## config.mk

```make
export PLATFORM = sky130hd
export DESIGN_NAME = bba_ram
export DESIGN_NICKNAME = d
export VERILOG_FILES = /design/src/design/bba_ram.sv
export SDC_FILE = /design/constraint.sdc
export NUM_CORES = 1
export LEC_CHECK = 0
export BUFFER_PORTS_ARGS = -buffer_cell sky130_fd_sc_hd__buf_4
export CAP_MARGIN = 40
export CORE_MARGIN = 1
export CORE_UTILIZATION = 44
export DETAILED_ROUTE_END_ITERATION = 8
export SLEW_MARGIN = 20
export SYNTH_ARGS = -nofsm -noshare
export SYNTH_HDL_FRONTEND = slang
export SYNTH_SLANG_ARGS = --single-unit
```

## constraint.sdc

```tcl
create_clock -name clk -period 3.95 [get_ports clk]
set_clock_uncertainty 0.05 [all_clocks]
set_input_delay 0.1975 -clock clk [delete_from_list [all_inputs] [get_ports clk]]
set_output_delay 0.1975 -clock clk [all_outputs]
set_load 0.01 [all_outputs]
```

## src/design/bba_ram.sv

```systemverilog
// Generic single-port-write, single-port-read RAM with registered read data.
// No dependencies.
`timescale 1ns / 1ps

module bba_ram #(
  parameter int WIDTH = 8,
  parameter int DEPTH = 16
) (
  input  logic                     clk,
  input  logic                     we,
  input  logic [$clog2(DEPTH)-1:0] waddr,
  input  logic [WIDTH-1:0]         wdata,
  input  logic [$clog2(DEPTH)-1:0] raddr,
  output logic [WIDTH-1:0]         rdata
);

  logic [WIDTH-1:0] mem [DEPTH];

  always_ff @(posedge clk) begin
    if (we) mem[waddr] <= wdata;
    rdata <= mem[raddr];
  end

endmodule

```

# [Word level (Yosys, flattened, before mapping)]
# Memories as Yosys holds them, arrays and structs flattened. A register that Yosys moved wholly into a read port is not among the register bits.
# Cells that the tools add are included.
[word_totals] register_bits=0 latch_bits=0 mem_bits_rw=128 mem_bits_ro=0 in_bits=18 output_inout_bits=8 mem_count=1
[mem_list] memory="mem" depth=16 width=8 rd=1 rd_ports_with_merged_regs=1 write_ports=1 line="17" source="logic [WIDTH-1:0] mem [DEPTH];"
[op_classes] add_sub_neg=0 mul=0 div_mod_pow=0 n_lt_le_gt_ge=0 eq_ne=0 shift=0 mux=2 bitwise=0 reduce_logical=0
[op_table] op="$mux 1" n=2

# [Longest topological paths before layout]
# Gate-level depths: netlist (run 1).
[depth] ltp_word=2 ltp_mapped=5 mapped_depth_nobuf=3

# [Least setup slack after synthesis (run 1)]
# OpenSTA, ideal clock, no wires.
[synth_path] path_kind="input to register" start="input waddr[2]" end="memory mem[0][0] (enable)" t_arrival_ns=1.307 setup_slack_ns=2.210 path_stages=2 path_cell_list="or3b_2 > nor3_1"
[synth_rtl] element="start: declaration" line="11" source="input logic [$clog2(DEPTH)-1:0] waddr,"
[synth_rtl] element="end: declaration" line="17"
# Straight into the memory's write port.

# [Worst setup path after layout (run 1)]
[layout_path] start="input waddr[2]" end="memory mem[3][7] (enable)"
# Straight into the memory's write port.

==> run summary, run 1 <==
Status: finished, final reports clean
Hold_sp: wdata[0]
Worst-Skew Late Latency: 0.41 ns
Hold Crit Class: input pin to flop
CP Class: input pin to flop
Dpl cell area: 0.00553 mm^2
Peak VDD IR: 0.325 mV
Initial antenna violation count: 0
Highest clock rate: 646 MHz
Largest net degree at the start of global routing: 33
CTS HTree Levels: 4
Std-Cell Rows: 39
Worst-path maximum fanout: 8
Worst-margin pin slew: 0.875 ns
Initial DRT Pass Iterations: 4
Wire per inst: 23.7 um
Vias: 2,448
Worst endpoint data arrival time: 1.53 ns
Initial Utilization: 45.1%
Family with the most delay on the worst path: simple AND/OR/NAND/NOR gates
Critical path capture point type: flop
Clock slew at reported path FFs: 0.05 ns
Clk sinks: 136
Post-DP HPWL: 6230 um
Crit. Startpoint: waddr[2]
I/O pins: 26
Syn Std Cell Area: 0.00515 mm^2
Reg2Reg Setup Slack: 2.51 ns
Cell Pwr Density: 542 mW/mm^2
RSZ-0062 raised after global routing: false
Slowest-stage cell, CP: nor2_1
Fraction of layout cells with a size suffix above 1: 29.6%
Inserted Clock Buffers: 17
Critical-path cell list: buf_4, or3b_2, nor2_1
Final worst slack: 2.40 ns
Design area: 0.00612 mm^2
Leakage power: 2.07 nW
Setup WS pre-CTS: 2.00 ns
Vias in the first global route: 2,422
Required time worst endpoint: 3.93 ns
Final #Nets: 292
Overall Power: 3.32 mW
Cells after Synth: 229
Via density: 5.69
Synthesized Nets: 247
Buf/Inv on CP: 1
Fin crit share: 39.2%
Endpoints failing hold: 0
Relative slew slack: 41.5%
DIE WIDTH: 110 um
Core Box Area: 0.0114 mm^2
Synth Area per Inst: 22.5 um^2
CTS Hold Bufs: 0
Antenna violation net count after detailed routing: 0
I/O Buffers: 25
Layout fillers: 898
Most common cell after layout, fill and taps aside: edfxtp_1
Max-cap violations: 0
Setup repair bufs after CTS: 0
Sequential area share after synthesis: 77.8%
Synth-to-layout area growth: 18.8%
DR iter-0 viols: 218
First-pass GRT wire length: 15,100 um
Crit Reg-Reg Startpoint: mem[9][3]
WHS: 0.0492 ns
Detailed Route WL: 10,200 um
CTS root buffer: clkbuf_16
DRC: 0
Routability cong.: 0.675
Die Y: 110 um
GRT Total Usage: 18.8%
Final setup viols: 0
Most frequent cells in the layout: edfxtp_1, buf_4, mux4_2, clkbuf_16, a22oi_1
Remaining Overflow, GRT: 0
Resize count post-CTS: 0
CTS tree: built
Full die area: 0.0121 mm^2
Fin crit period: 1.55 ns
FF+latch count, synth: 136
Setup TNS Final: 0 ns
Ys Warns: 0
Critical path launch point type: input pin
Clock buffer depth: 2
Cell variety after synth: 19
Pins Over Slew Limit: 0
Max incr delay on CP: 0.69 ns
# diodes: 0
-- flip-flops by register name, indices dropped and copies added (netlist names) --
name   count
mem      128
rdata      8
-- synthesized netlist by cell type (all sizes together) --
cell type      number  area share [%]
nor2               13            0.95
and2b               1            0.15
buf                 7             1.1
nor3                4            0.39
nand2               9            0.66
dfxtp               8             3.1
nand3               1           0.097
or3b                1            0.17
a22oi              16             2.3
mux4               32              15
edfxtp            128              75
nor2b               1            0.12
nand2b              2            0.24
nand3b              2            0.29
clkdlybuf4s25       3            0.58
and2                1            0.12
-- power by group --
part,switching (mW),leakage [nW],total [mW],internal [mW]
clock,0.547,0.290,1.53,0.988
combinational,0.0871,0.554,0.157,0.0700
sequential,0.00984,1.22,1.62,1.61
-- layer usage --
| layer | track usage [%] | vias up | part of all wire, % | wire (um) |
|---|---|---|---|---|
| met2 | 28.1 | 82 | 47 | 4840 |
| met1 | 26.5 | 1294 | 45 | 4590 |
| met5 | 0 | - | 0 | 0 |
| li1 | - | 1063 | - | - |
| met3 | 6.23 | 9 | 6.6 | 673 |
| met4 | 5.92 | 0 | 0.89 | 91 |
-- worst register-to-register path, stage by stage (launching register included) --
cell and delay (ns):
edfxtp_1 0.35, mux4_1 0.51, a22oi_1 0.33, nand2_1 0.09
-- cell families after synthesis --
group,Yosys count,share of synthesized area [%]
AOI/OAI and AO/OA,16,2.33
buffers and inverters,10,1.68
DFF,136,77.8
muxes,32,15.0
and+or+nand+nor,35,3.18
-- stage by stage --
stage / instances / util, %
6_report: 430 / 53.6
5_1_grt: 430 / 53.6
4_1_cts: 429 / 53.5
3_5_place_dp: 397 / 48.4
3_3_place_gp: 390 / 47.7
2_1_floorplan: 229 / -
-- worst paths after layout --
| kind | end | depth (start not counted) |
|---|---|---|
| setup / recovery | mem[3][7] | 3 |
| hold / removal | mem[2][0] | 1 |
| setup reg to reg | rdata[3] | 3 |
| hold reg to reg | rdata[6] | 3 |
-- cell type report --
cell class | count | area [um^2] | area share, %
Clock buffer | 23 | 488 | 7.98
Tap cell | 143 | 179 | 2.93
Clock inverter | 9 | 96.3 | 1.58
Sequential cell | 136 | 4000 | 65.5
Timing Repair Buffer | 36 | 287 | 4.68
Multi-Input combinational cell | 83 | 1060 | 17.4
(Power assumes the default switching activity.)
==> run 2, diff against run 1 <==
ABC_AREA = 1   (was not set)
clock period = 1.3 ns   (was 3.95 ns; I/O delays follow)
==> run 2 against run 1 <==
Global-route usage increased by 2.8 points. Core utilization increased by 0.23 points. Synthesized cell count increased by 140%. Critical path type is now flop to flop. Largest power group unchanged.
==> run summary, run 2 <==
Initial DRT Pass Iterations: 7
Synth Area per Inst: 10.5 um^2
Syn Std Cell Area: 0.00577 mm^2
Largest family of logic cells by synthesized area: simple AND/OR/NAND/NOR gates
Number of enable flip-flop cells after synthesis: 128
Max reg flops: 128
Via density: 4.87
Simple-gate share of the synthesized area: 21.0%
Setup TNS Final: 0 ns
P_sw: 2.09 mW
Core Box Area: 0.0127 mm^2
Initial antenna violation count: 0
Synth-to-layout area growth: 18.7%
FF+latch count, synth: 136
Critical path capture point type: flop
Endpoints failing hold: 0
Compound-Gate Fraction of Synth Area: 0%
Initial Utilization: 45.3%
GR Layer Usage met2: 34.4%
Clock slew at reported path FFs: 0.06 ns
Clock network power share: 42.4%
Vias in the first global route: 3,836
Required time worst endpoint: 1.56 ns
GR Util met1: 28.2%
Worst-Skew Late Latency: 0.42 ns
Worst-path maximum fanout: 1
Std-Cell Rows: 41
Largest net degree at the start of global routing: 65
Buf/Inv on CP: 1
Highest clock rate: 890 MHz
GR Layer Usage met3: 5.29%
Detailed Route WL: 13,000 um
Reg power frac: 50.7%
Vias: 3,849
Synthesized Nets: 569
Combinational Power Share: 6.9%
Max incr delay on CP: 0.39 ns
GRT Total Usage: 21.6%
Remaining Overflow, GRT: 0
Cell with the most instances after synthesis: nand2_1
Critical path launch point type: flop
Antenna violation net count after detailed routing: 0
Cell Pwr Density: 1420 mW/mm^2
Reg2Reg Setup Slack: 0.18 ns
CTS root buffer: clkbuf_16
Leakage power: 2.98 nW
CTS tree: built
Int Pwr: 7.65 mW
First-pass GRT wire length: 20,500 um
Routability cong.: 0.817
Full die area: 0.0136 mm^2
Clk sinks: 136
Pins Over Slew Limit: 0
Most frequent CP cell: nand3_1
Final setup viols: 0
Critical-path cell list: inv_1, nand2_1, nand3_1, nand3_1, nand3_1, nand2_1
Worst endpoint data arrival time: 1.38 ns
Top-area cell type share of the netlist area: 66.7%
Most flop-heavy register: mem
Switching Fraction: 21.5%
Adder-cell area share of the yosys netlist: 0%
I/O pins: 26
Most frequent cells in the layout: nand2_1, edfxtp_1, inv_1, nand3_1, buf_4
Most frequent cells after synthesis: nand2_1, edfxtp_1, inv_1
Clock buffer depth: 2
Sequential area share after synthesis: 69.4%
DRC: 0
DIE WIDTH: 116 um
Peak VDD IR: 0.859 mV
Post-DP HPWL: 8220 um
Fin crit period: 1.12 ns
Cell variety after synth: 12
Finished Core Util: 53.8%
Setup repair bufs after CTS: 0
# diodes: 0
Post-synthesis xor/xnor area fraction: 0%
Regs by FF count: mem: 128 flops, rdata: 8 flops
I/O Buffers: 25
Die Y: 116 um
Ys async rst share: 0%
RSZ-0062 raised after global routing: false
Family with the most delay on the worst path: simple AND/OR/NAND/NOR gates
Yosys top cell by area: edfxtp_1
CTS HTree Levels: 4
Inserted Clock Buffers: 17
Slowest-stage cell, CP: edfxtp_1
Status: finished, final reports clean
Hold Crit Class: input pin to flop
Mux share of post-synthesis cell area: 0%
Relative slew slack: 80.6%
Final #Nets: 624
DR iter-0 viols: 271
Wire per inst: 16.4 um
Most common cell after layout, fill and taps aside: nand2_1
Max-cap violations: 0
Cells after Synth: 551
Ys Warns: 0
WHS: 0.0535 ns
Synth Flop Type: edfxtp_1
Worst-margin pin slew: 0.291 ns
Busiest grt layer: met2
Fraction of layout cells with a size suffix above 1: 12.1%
CP Class: flop to flop
Largest cells by area after synthesis: edfxtp_1, nand2_1, nand3_1
Fin crit share: 86.4%
[run 2: cell count changes in the layout (fill, tap and decap cells not counted), moves of 4 or more]
cell | before | now
inv_1 | 0 | 100
buf_12 | 0 | 4
mux4_2 | 18 | 0
dlygate4sd3_1 | 0 | 9
nand3_1 | 1 | 97
clkbuf_1 | 2 | 7
nor2_1 | 13 | 17
buf_6 | 5 | 0
mux4_1 | 14 | 0
a22oi_1 | 16 | 0
buf_4 | 30 | 47
nand2_1 | 9 | 173
[run 2: kinds of logic (layout without fill, tap and decap cells)]
family | Yosys count | count (layout)
buf+inv | 126 | 194
flops | 136 | 136
simple gates | 289 | 289
[run 2: layout make-up]
class | instances | area (um^2)
inverters | 102 | 383
well taps | 172 | 215
repair buffers | 60 | 523
fillers | 1138 | 5880
clock buffers | 26 | 479
flip-flops and latches | 136 | 4000
clock inverters | 6 | 26.3
multi-input cells | 289 | 1210
[run 2: per-layer routing]
metal | routed length (um) | up-vias | part of all wire (%)
li1 | - | 1882 | -
met1 | 5790 | 1831 | 45
met2 | 6100 | 120 | 47
met3 | 743 | 16 | 5.7
met4 | 328 | 0 | 2.5
met5 | 0 | - | 0
[run 2: final timing paths]
path | from | to | cells after the start
min reg2reg | mem[10][0] | rdata[0] | 6
max reg2reg | mem[0][4] | rdata[4] | 6
min | raddr[2] | rdata[5] | 4
max | mem[0][4] | rdata[4] | 6
[run 2: metrics by stage]
step / instances / setup slack (ns) / cell area [um^2] / total power, mW
after CTS: 791 / 0.189 / 6840 / 9.82
after global routing: 791 / 0.117 / 6840 / 10.1
final: 791 / 0.176 / 6840 / 9.74
after detailed placement: 750 / 0.101 / 6250 / 5.68
after floorplan: 551 / 0.234 / 5770 / 5.38
after global placement: 750 / 0.123 / 6250 / 5.67
[run 2: worst register-to-register path: cells and delay by family, from the launching register on]
kind | cells | cell delay [ns]
buf+inv | 1 | 0.08
flops | 1 | 0.39
simple gates | 5 | 0.49
[run 2: what timing repair did]
action / CTS / global route
endpoints found under the hold margin: 136 / 0
resized for setup: 0 / 0
hold buffers: 9 / 0
[run 2: power by group through the flow]
stage | combinational, mW | clock [mW] | sequential, mW
3_5_place_dp | 0.651 | 0 | 5.03
5_1_grt | 0.747 | 4.37 | 4.95
2_1_floorplan | 0.346 | 0 | 5.03
3_3_place_gp | 0.640 | 0 | 5.03
4_1_cts | 0.675 | 4.20 | 4.94
6_report | 0.668 | 4.14 | 4.94
