**src/design/bba_pkg.sv**
```systemverilog
// Shared types, constants and helper functions for the buddy block allocator.
// No dependencies; imported by the top level and by bba_scan.
`timescale 1ns / 1ps

package bba_pkg;

  localparam int AddrBits  = 10;                  // pool address width
  localparam int MaxLevels = 10;                  // deepest tree level in use
  localparam int NodeBits  = AddrBits + 1;        // free-map node index width
  localparam int WordBits  = 32;                  // free-map bits per RAM row
  localparam int BitBits   = $clog2(WordBits);
  localparam int RowBits   = NodeBits - BitBits;
  localparam int Rows      = 2 ** RowBits;
  localparam int LvlBits   = 4;
  localparam int SizeBits  = AddrBits + 1;
  localparam int AlvDepth  = 2 ** AddrBits;

  localparam logic [LvlBits-1:0] TopReset = 4'd7;

  localparam logic [1:0] StOk       = 2'd0;
  localparam logic [1:0] StNoMem    = 2'd1;
  localparam logic [1:0] StBadAddr  = 2'd2;
  localparam logic [1:0] StBadSize  = 2'd3;

  typedef struct packed {
    logic                hit;
    logic [NodeBits-1:0] idx;
  } scan_res_t;

  // Effective top level: register value saturated at the deepest level.
  function automatic logic [LvlBits-1:0] eff_top(input logic [LvlBits-1:0] t);
    logic [LvlBits-1:0] lim;
    lim = LvlBits'(MaxLevels);
    return (t > lim) ? lim : t;
  endfunction

  // Tree node index of the block at level lvl starting at addr.
  function automatic logic [NodeBits-1:0] node_idx(input logic [LvlBits-1:0] lvl,
                                                  input logic [AddrBits-1:0] addr);
    logic [NodeBits:0] sum;
    sum = ((NodeBits+1)'(1) << (LvlBits'(AddrBits) - lvl))
        + ((NodeBits+1)'(addr) >> lvl);
    return sum[NodeBits-1:0];
  endfunction

  // Round a size up to a power of two and give its exponent (size 0 and 1 give 0).
  function automatic logic [LvlBits-1:0] ceil_log2(input logic [SizeBits-1:0] size);
    logic [SizeBits-1:0] s;
    logic [LvlBits-1:0]  x;
    s = size - SizeBits'(1);
    x = '0;
    for (int i = 0; i < SizeBits; i++) begin
      if (s[i]) x = LvlBits'(i + 1);
    end
    return (size == '0) ? '0 : x;
  endfunction

endpackage

```
**src/design/bba_scan.sv**
```systemverilog
// Free-map row search: lowest set node bit of one RAM row within a node range.
// Depends on bba_pkg.
`timescale 1ns / 1ps

module bba_scan (
  input  logic [bba_pkg::WordBits-1:0] row_data,
  input  logic [bba_pkg::RowBits-1:0]  row,
  input  logic [bba_pkg::NodeBits-1:0] lo,
  input  logic [bba_pkg::NodeBits-1:0] hi,
  output bba_pkg::scan_res_t           res
);
  import bba_pkg::*;

  logic [NodeBits-1:0] idx [WordBits];
  logic [WordBits-1:0] cand;

  always_comb begin
    for (int b = 0; b < WordBits; b++) begin
      idx[b]  = {row, BitBits'(b)};
      cand[b] = row_data[b] && (idx[b] >= lo) && (idx[b] <= hi);
    end
  end

  // Pick the lowest candidate: lowest node index is lowest address at a level.
  always_comb begin
    res.hit = |cand;
    res.idx = '0;
    for (int b = WordBits - 1; b >= 0; b--) begin
      if (cand[b]) res.idx = idx[b];
    end
  end

endmodule
```
**config.mk**
```make
export PLATFORM = sky130hd
export DESIGN_NAME = bba_scan
export DESIGN_NICKNAME = d
export VERILOG_FILES = /design/src/design/bba_pkg.sv /design/src/design/bba_scan.sv
export SDC_FILE = /design/constraint.sdc
export NUM_CORES = 1
export LEC_CHECK = 0
export ABC_CLOCK_PERIOD_IN_PS = 4950
export BUFFER_PORTS_ARGS = -buffer_cell sky130_fd_sc_hd__buf_2
export CORE_MARGIN = 10
export CORE_UTILIZATION = 29
export DETAILED_ROUTE_END_ITERATION = 6
export SYNTH_ARGS = -nofsm -noshare
export SYNTH_HDL_FRONTEND = slang
export SYNTH_SLANG_ARGS = --single-unit
```
**constraint.sdc**
```tcl
create_clock -name vclk -period 4.95
set_input_delay 0.99 -clock vclk [all_inputs]
set_output_delay 0.99 -clock vclk [all_outputs]
set_load 0.05 [all_outputs]
```
## After elaboration in Yosys (flattened, before gate mapping)

Cells that the tools add are included.

- Bits in registers: 0
- Logic and storage cells: 161
- Output and inout bits: 12

- $lt $le $gt $ge: 64
- Reductions and logical operators: 65
- Mux-type cells: 32

Operators by type and width:

| kind | number |
|---|---|
| $ge A11 B11 Y1 | 32 |
| $le A11 B11 Y1 | 32 |
| $mux W11 | 32 |
| $logic_and A1 B1 Y1 | 64 |
| $reduce_or A32 Y1 | 1 |

## Depth between registers and ports, before layout

Gate-level depths: netlist of run 1.

- Word-level depth: 35
- Mapped depth: 12
- Depth with buffers taken out: 10

## Worst setup path before layout of run 1

Ideal clock, no wire load.

- Path type: input to output
- From: input port lo[10] in the netlist's numbering
- To: output port res[1] in the netlist's numbering
- Buffers on the path: 2
- Arrival time: 4.338 ns
- Cell stages on the path: 12
- Path slack: -0.378 ns
- Cells stage by stage: inv_1 -> ha_1 -> nand4_1 -> buf_4 -> or3_1 -> buf_6 -> o221ai_2 -> and3_1 -> o211ai_1 -> a311o_1 -> a311o_1 -> o31ai_1

RTL lines:

| element | line | text |
|---|---|---|
| start: declaration | bba_scan.sv:8 | `input logic [bba_pkg::NodeBits-1:0] lo,` |
| end: declaration | bba_scan.sv:10 | `output bba_pkg::scan_res_t res` |

==> impl_metrics.ini, run 1 <==
[status]
outcome = finished clean

[sta]
setup_total_negative_slack_ns = 0
hold_violations = 0
fin_crit_ns = 4.84
max_slew.worst_pin.slew_ns = 0.558
timing.slew.headroom_pct = 62.5
slew_violations = 0
fmaxAchievable_mhz = 207
setup_violations = 0
min_period_over_period_pct = 97.7
whs_ns = 2.42
grt_setup_unrepaired = true
setup_slack_ns = 0.115

[routing]
routed_via_density = 5.82
drc = 0
dr_total_vias = 3135
dr.pass1.iters = 5
route.final.wire_length_mm = 10.2
initialDrtViolationCount = 327
final_antenna_net_count = 0
post_drt_wl_per_cell_um = 18.9

[flow_run]
maxCapViolCount = 0

[global_routing]
grt-ovfl-total = 0
grt_pass1_wl_mm = 15.5
number_of_antenna_violations_at_the_first_check_in_global_routing = 0
first_global_vias = 3052
grt.total_usage_pct = 16.3
grt_start_max_net_pins = 18

[yosys]
post-synth-top-area-fraction_pct = 8.20
netlist_area_um2 = 2140
synth_top_cells_by_area = sky130_fd_sc_hd__ha_1 8.2%, sky130_fd_sc_hd__nor2_1 7.4%, sky130_fd_sc_hd__a21oi_1 6.3%
postSynthAreaPerCell_um2 = 6.63
synthCells = 322
yosys.cell_count.top_type = sky130_fd_sc_hd__nor2_1
synth_sequential_area_ratio_pct = 0
syn_nets = 396
synth.lib_cells_used.distinct = 67
synth_largest_area_cell = sky130_fd_sc_hd__ha_1
synth.top_cells.by_count = 42 x sky130_fd_sc_hd__nor2_1, 27 x sky130_fd_sc_hd__a21oi_1, 19 x sky130_fd_sc_hd__inv_1
synth-warning-count = 0

[setup_path]
path_max_fanout = 9
critPathSlowestCell = sky130_fd_sc_hd__or3_4
critical_path_class = in2out
arrival_time_of_the_worst_setup_path_ns = 3.85
cp.depth = 12
crit_top_cell = sky130_fd_sc_hd__a311o_1
critical_path.max_stage_delay_ns = 0.42
cp_cell_sequence = buf_2, ha_1, nand4_1, buf_4, or3_4, o221ai_2, and3_1, o211ai_1, a311o_1, a311o_1, o31ai_2, buf_6
crit_path_start_kind = input port
worst_path_dominant_cell_family = compound AO/OA/AOI/OAI gates
crit_required_ns = 3.96
end_kind = output pin
crit_buf_inv = 3

[cells_and_area]
finalCoreUtilization_pct = 44.3
drive_above_1_share_pct = 44.1
postLayoutCellArea_um2 = 3190
sequential_cell_area_um2 = 0
clock_buffers = 0
layout-area-overhead-vs-synth_pct = 49.5
fillerInstances = 780
n_antenna_cell = 0
seq_cell_count = 0
finish.net_count = 516

[floorplanning]
ios = 72
fp.dieH_um = 106
full_die_area_um2 = 11200
coreArea_um2 = 7210
starting_density_of_the_core_pct = 29.6
rows = 31
die_width_um = 106

[power_and_ir_drop]
internal-power_uw = 199
clock_power_share_pct = 0
p_comb_share_pct = 100.0
p_switching_uw = 283
power_density_nw_per_um2 = 151
leakage_uw = 0.00141
vdd.ir_drop.worst_mv = 0.0548
sw_frac_of_total_pct = 58.7
share_seq_of_total_power_pct = 0

[worst_hold_path]
worst_hold_path.num_cells = 3
worstHoldPathType = in2out

[placed_design]
placed_cell_area_um2 = 2990
detailedPlacementHpwl_mm = 8.42
buffer_ports.inserted = 72
place_congestion = 1.01
setup_slack_at_placement_ns = -0.0600
-- cells by family (layout without fill, tap and decap cells) --
family | after synthesis | in the layout | share of synthesized area, %
AO/OA/AOI/OAI | 121 | 121 | 42.7
adder cells (fa/ha/maj) | 14 | 14 | 8.20
AND/OR/NAND/NOR | 147 | 148 | 39.7
multiplexers | 3 | 3 | 1.46
buffers and inverters | 37 | 154 | 7.91
-- cells in the final DEF (no fill, tap or decap), drive strengths merged, types with 5 or more instances in the layout --
master    n
a211oi    5
a21oi    27
and2      5
and3      9
buf     133
ha       14
inv      20
nand2    18
nand3    10
nand4     5
nor2     42
nor2b     9
nor3      9
nor4     11
o21a      6
o21ai    20
o221a    10
o221ai   12
or2       5
or3       8
-- timing repair --
item | in CTS | in global routing
cloned | 0 | 1
pin swaps | 0 | 4
resized for setup | 3 | 37
setup endpoints to repair | 7 | 12
setup buffers | 0 | 2
hold buffers | 0 | 0
-- final timing paths --
path | from | end | slack (ns)
setup / recovery | row[3] | res[1] | 0.11
hold / removal | row[1] | res[6] | 2.42
-- metrics by stage --
step / total power [uW] / cells
6_report: 482 / 539
4_1_cts: 447 / 536
2_1_floorplan: 280 / 322
3_3_place_gp: 441 / 536
3_5_place_dp: 443 / 536
5_1_grt: 519 / 539
-- layer usage --
| metal | track usage [%] | vias up | wire length, um |
|---|---|---|---|
| li1 | - | 1513 | - |
| met1 | 20.9 | 1456 | 4350 |
| met2 | 28.2 | 148 | 4870 |
| met3 | 2.25 | 18 | 704 |
| met4 | 3.58 | 0 | 255 |
| met5 | 0 | - | 0 |
-- area by class of cell --
type	count	area [um^2]	area share, %
Tap cell	99	124	3.88
Inverter	20	75.1	2.35
Timing Repair Buffer	134	841	26.3
Multi-Input combinational cell	286	2150	67.4
-- power groups by stage --
stage          registers (uW)  logic, uW  clock network, uW
2_1_floorplan               0        280                  0
6_report                    0        482                  0
3_5_place_dp                0        443                  0
3_3_place_gp                0        441                  0
4_1_cts                     0        447                  0
5_1_grt                     0        519                  0
(Power assumes the default switching activity.)
==> inputs of run 2 (changes only) <==
--- a/config.mk
+++ b/config.mk
@@ -10,6 +10,7 @@
 export CORE_MARGIN = 10
 export CORE_UTILIZATION = 29
 export DETAILED_ROUTE_END_ITERATION = 6
+export SETUP_SLACK_MARGIN = 0.5
 export SYNTH_ARGS = -nofsm -noshare
 export SYNTH_HDL_FRONTEND = slang
 export SYNTH_SLANG_ARGS = --single-unit
==> constraint.sdc (replaced) <==
create_clock -name vclk -period 4.95
set_input_delay 0.2475 -clock vclk [all_inputs]
set_output_delay 0.2475 -clock vclk [all_outputs]
set_load 0.05 [all_outputs]
==> impl_metrics.ini, run 2 (synthesis results as in run 1) <==
[status]
outcome = finished clean

[worst_hold_path]
worst_hold_path.num_cells = 3
timing.hold.worst.start = row[5]
min_to = res[10]
worstHoldPathType = in2out

[power_and_ir_drop]
power_density_nw_per_um2 = 150
internal-power_uw = 128
power_uw = 381
share_seq_of_total_power_pct = 0
clock_power_share_pct = 0
p_switching_uw = 253
leakage_uw = 0.00109
sw_frac_of_total_pct = 66.3
vdd.ir_drop.worst_mv = 0.0578
p_comb_share_pct = 100.0

[floorplanning]
rows = 31
fp.dieH_um = 106
coreArea_um2 = 7210
ios = 72
full_die_area_um2 = 11200
starting_density_of_the_core_pct = 29.6
die_width_um = 106

[cells_and_area]
fillerInstances = 841
finish.net_count = 454
drive_above_1_share_pct = 27.2
n_antenna_cell = 0
layout.cells.non_filler = 477
clock_buffers = 0
layout_commonest_cell = sky130_fd_sc_hd__buf_2
layout-area-overhead-vs-synth_pct = 18.9
layout.cells.most_common_list = 72 x sky130_fd_sc_hd__buf_2, 42 x sky130_fd_sc_hd__nor2_1, 27 x sky130_fd_sc_hd__a21oi_1, 19 x sky130_fd_sc_hd__inv_1, 18 x sky130_fd_sc_hd__nand2_1
sequential_cell_area_um2 = 0
seq_cell_count = 0

[routing]
post_drt_wl_per_cell_um = 19.0
route.final.wire_length_mm = 9.08
routed_via_density = 5.95
initialDrtViolationCount = 468
drc = 0
dr_total_vias = 2836
dr.pass1.iters = 5
final_antenna_net_count = 0

[setup_path]
critical_path_class = in2out
crit_required_ns = 4.70
crit_path_start_kind = input port
end_kind = output pin
arrival_time_of_the_worst_setup_path_ns = 3.69
path_max_fanout = 12

[flow_run]
maxCapViolCount = 0

[global_routing]
first_global_vias = 2832
number_of_antenna_violations_at_the_first_check_in_global_routing = 0
grt_pass1_wl_mm = 14.4
grt.total_usage_pct = 15.1
grt-ovfl-total = 0
grt_start_max_net_pins = 18

[sta]
whs_ns = 0.936
setup_violations = 0
grt_setup_unrepaired = false
fin_crit_ns = 3.93
setup_slack_ns = 1.02
setup_total_negative_slack_ns = 0
max_slew.worst_pin.slew_ns = 0.735
slew_violations = 0
timing.slew.headroom_pct = 50.6
min_period_over_period_pct = 79.4
hold_violations = 0
fmaxAchievable_mhz = 254

[clock_tree]
post_cts_hold_buffer_count = 0
post-cts-setup-buffers = 0

[placed_design]
setup_slack_at_placement_ns = 0.859
detailedPlacementHpwl_mm = 7.68
place_congestion = 0.962
buffer_ports.inserted = 72
post-place-cells = 477
[run 2: cell count changes in the layout (fill, tap and decap cells not counted), moves of 5 or more]
| cell | before | now |
|---|---|---|
| sky130_fd_sc_hd__ha_1 | 9 | 14 |
| sky130_fd_sc_hd__ha_4 | 5 | 0 |
| sky130_fd_sc_hd__a21oi_2 | 6 | 0 |
| sky130_fd_sc_hd__a21oi_1 | 21 | 27 |
| sky130_fd_sc_hd__buf_4 | 62 | 1 |
[run 2: area by class of cell]
type | instances | area (um^2) | area share [%]
multi-input combinational | 285 | 1970 | 77.7
inverter | 20 | 75.1 | 2.96
timing repair buffer | 73 | 368 | 14.5
tap | 99 | 124 | 4.88
[run 2: per-stage QoR]
step	instance area [um^2]	utilization, %
after floorplan	2140	-
after global placement	2530	35.1
after detailed placement	2530	35.1
after CTS	2530	35.1
after global routing	2540	35.2
final	2540	35.2
[run 2: worst max path at each step]
stage | start | to | slack (ns) | cells past startpoint
2_1_floorplan | lo[10] | res[1] | 1.11 | 12
3_3_place_gp | row[5] | res[7] | 1.01 | 11
3_5_place_dp | row[5] | res[8] | 0.86 | 11
4_1_cts | row[5] | res[8] | 0.83 | 11
5_1_grt | row[0] | res[9] | 0.69 | 12
6_report | row[0] | res[8] | 1.02 | 12
[run 2: repair_timing]
| action | CTS | global route |
|---|---|---|
| hold endpoints to repair | 0 | 0 |
| endpoints found under the setup margin | 0 | 7 |
| gates resized for setup | 0 | 1 |
[run 2: power by group through the flow]
stage	clock, uW	combinational [uW]	sequential, uW
floorplan	0	273	0
global placement	0	372	0
detailed placement	0	375	0
CTS	0	377	0
global route	0	418	0
finish	0	381	0
[run 2: metal layers]
metal / wire, um / global-route usage [%] / up-vias
li1: - / - / 1389
met1: 3950 / 20.3 / 1277
met2: 4060 / 24.3 / 154
met3: 896 / 3.47 / 16
met4: 180 / 2.61 / 0
met5: 0 / 0 / -
[run 2: critical path: stages]
cell                        delay [ns]
sky130_fd_sc_hd__buf_2            0.10
sky130_fd_sc_hd__inv_1            0.07
sky130_fd_sc_hd__ha_1             0.36
sky130_fd_sc_hd__nand3_1          0.38
sky130_fd_sc_hd__nor4_1           0.40
sky130_fd_sc_hd__nor3_1           0.11
sky130_fd_sc_hd__o221a_2          0.33
sky130_fd_sc_hd__nand4bb_1        0.27
sky130_fd_sc_hd__or3_1            0.47
sky130_fd_sc_hd__nor4_4           0.58
sky130_fd_sc_hd__nor2b_1          0.11
sky130_fd_sc_hd__buf_2            0.24
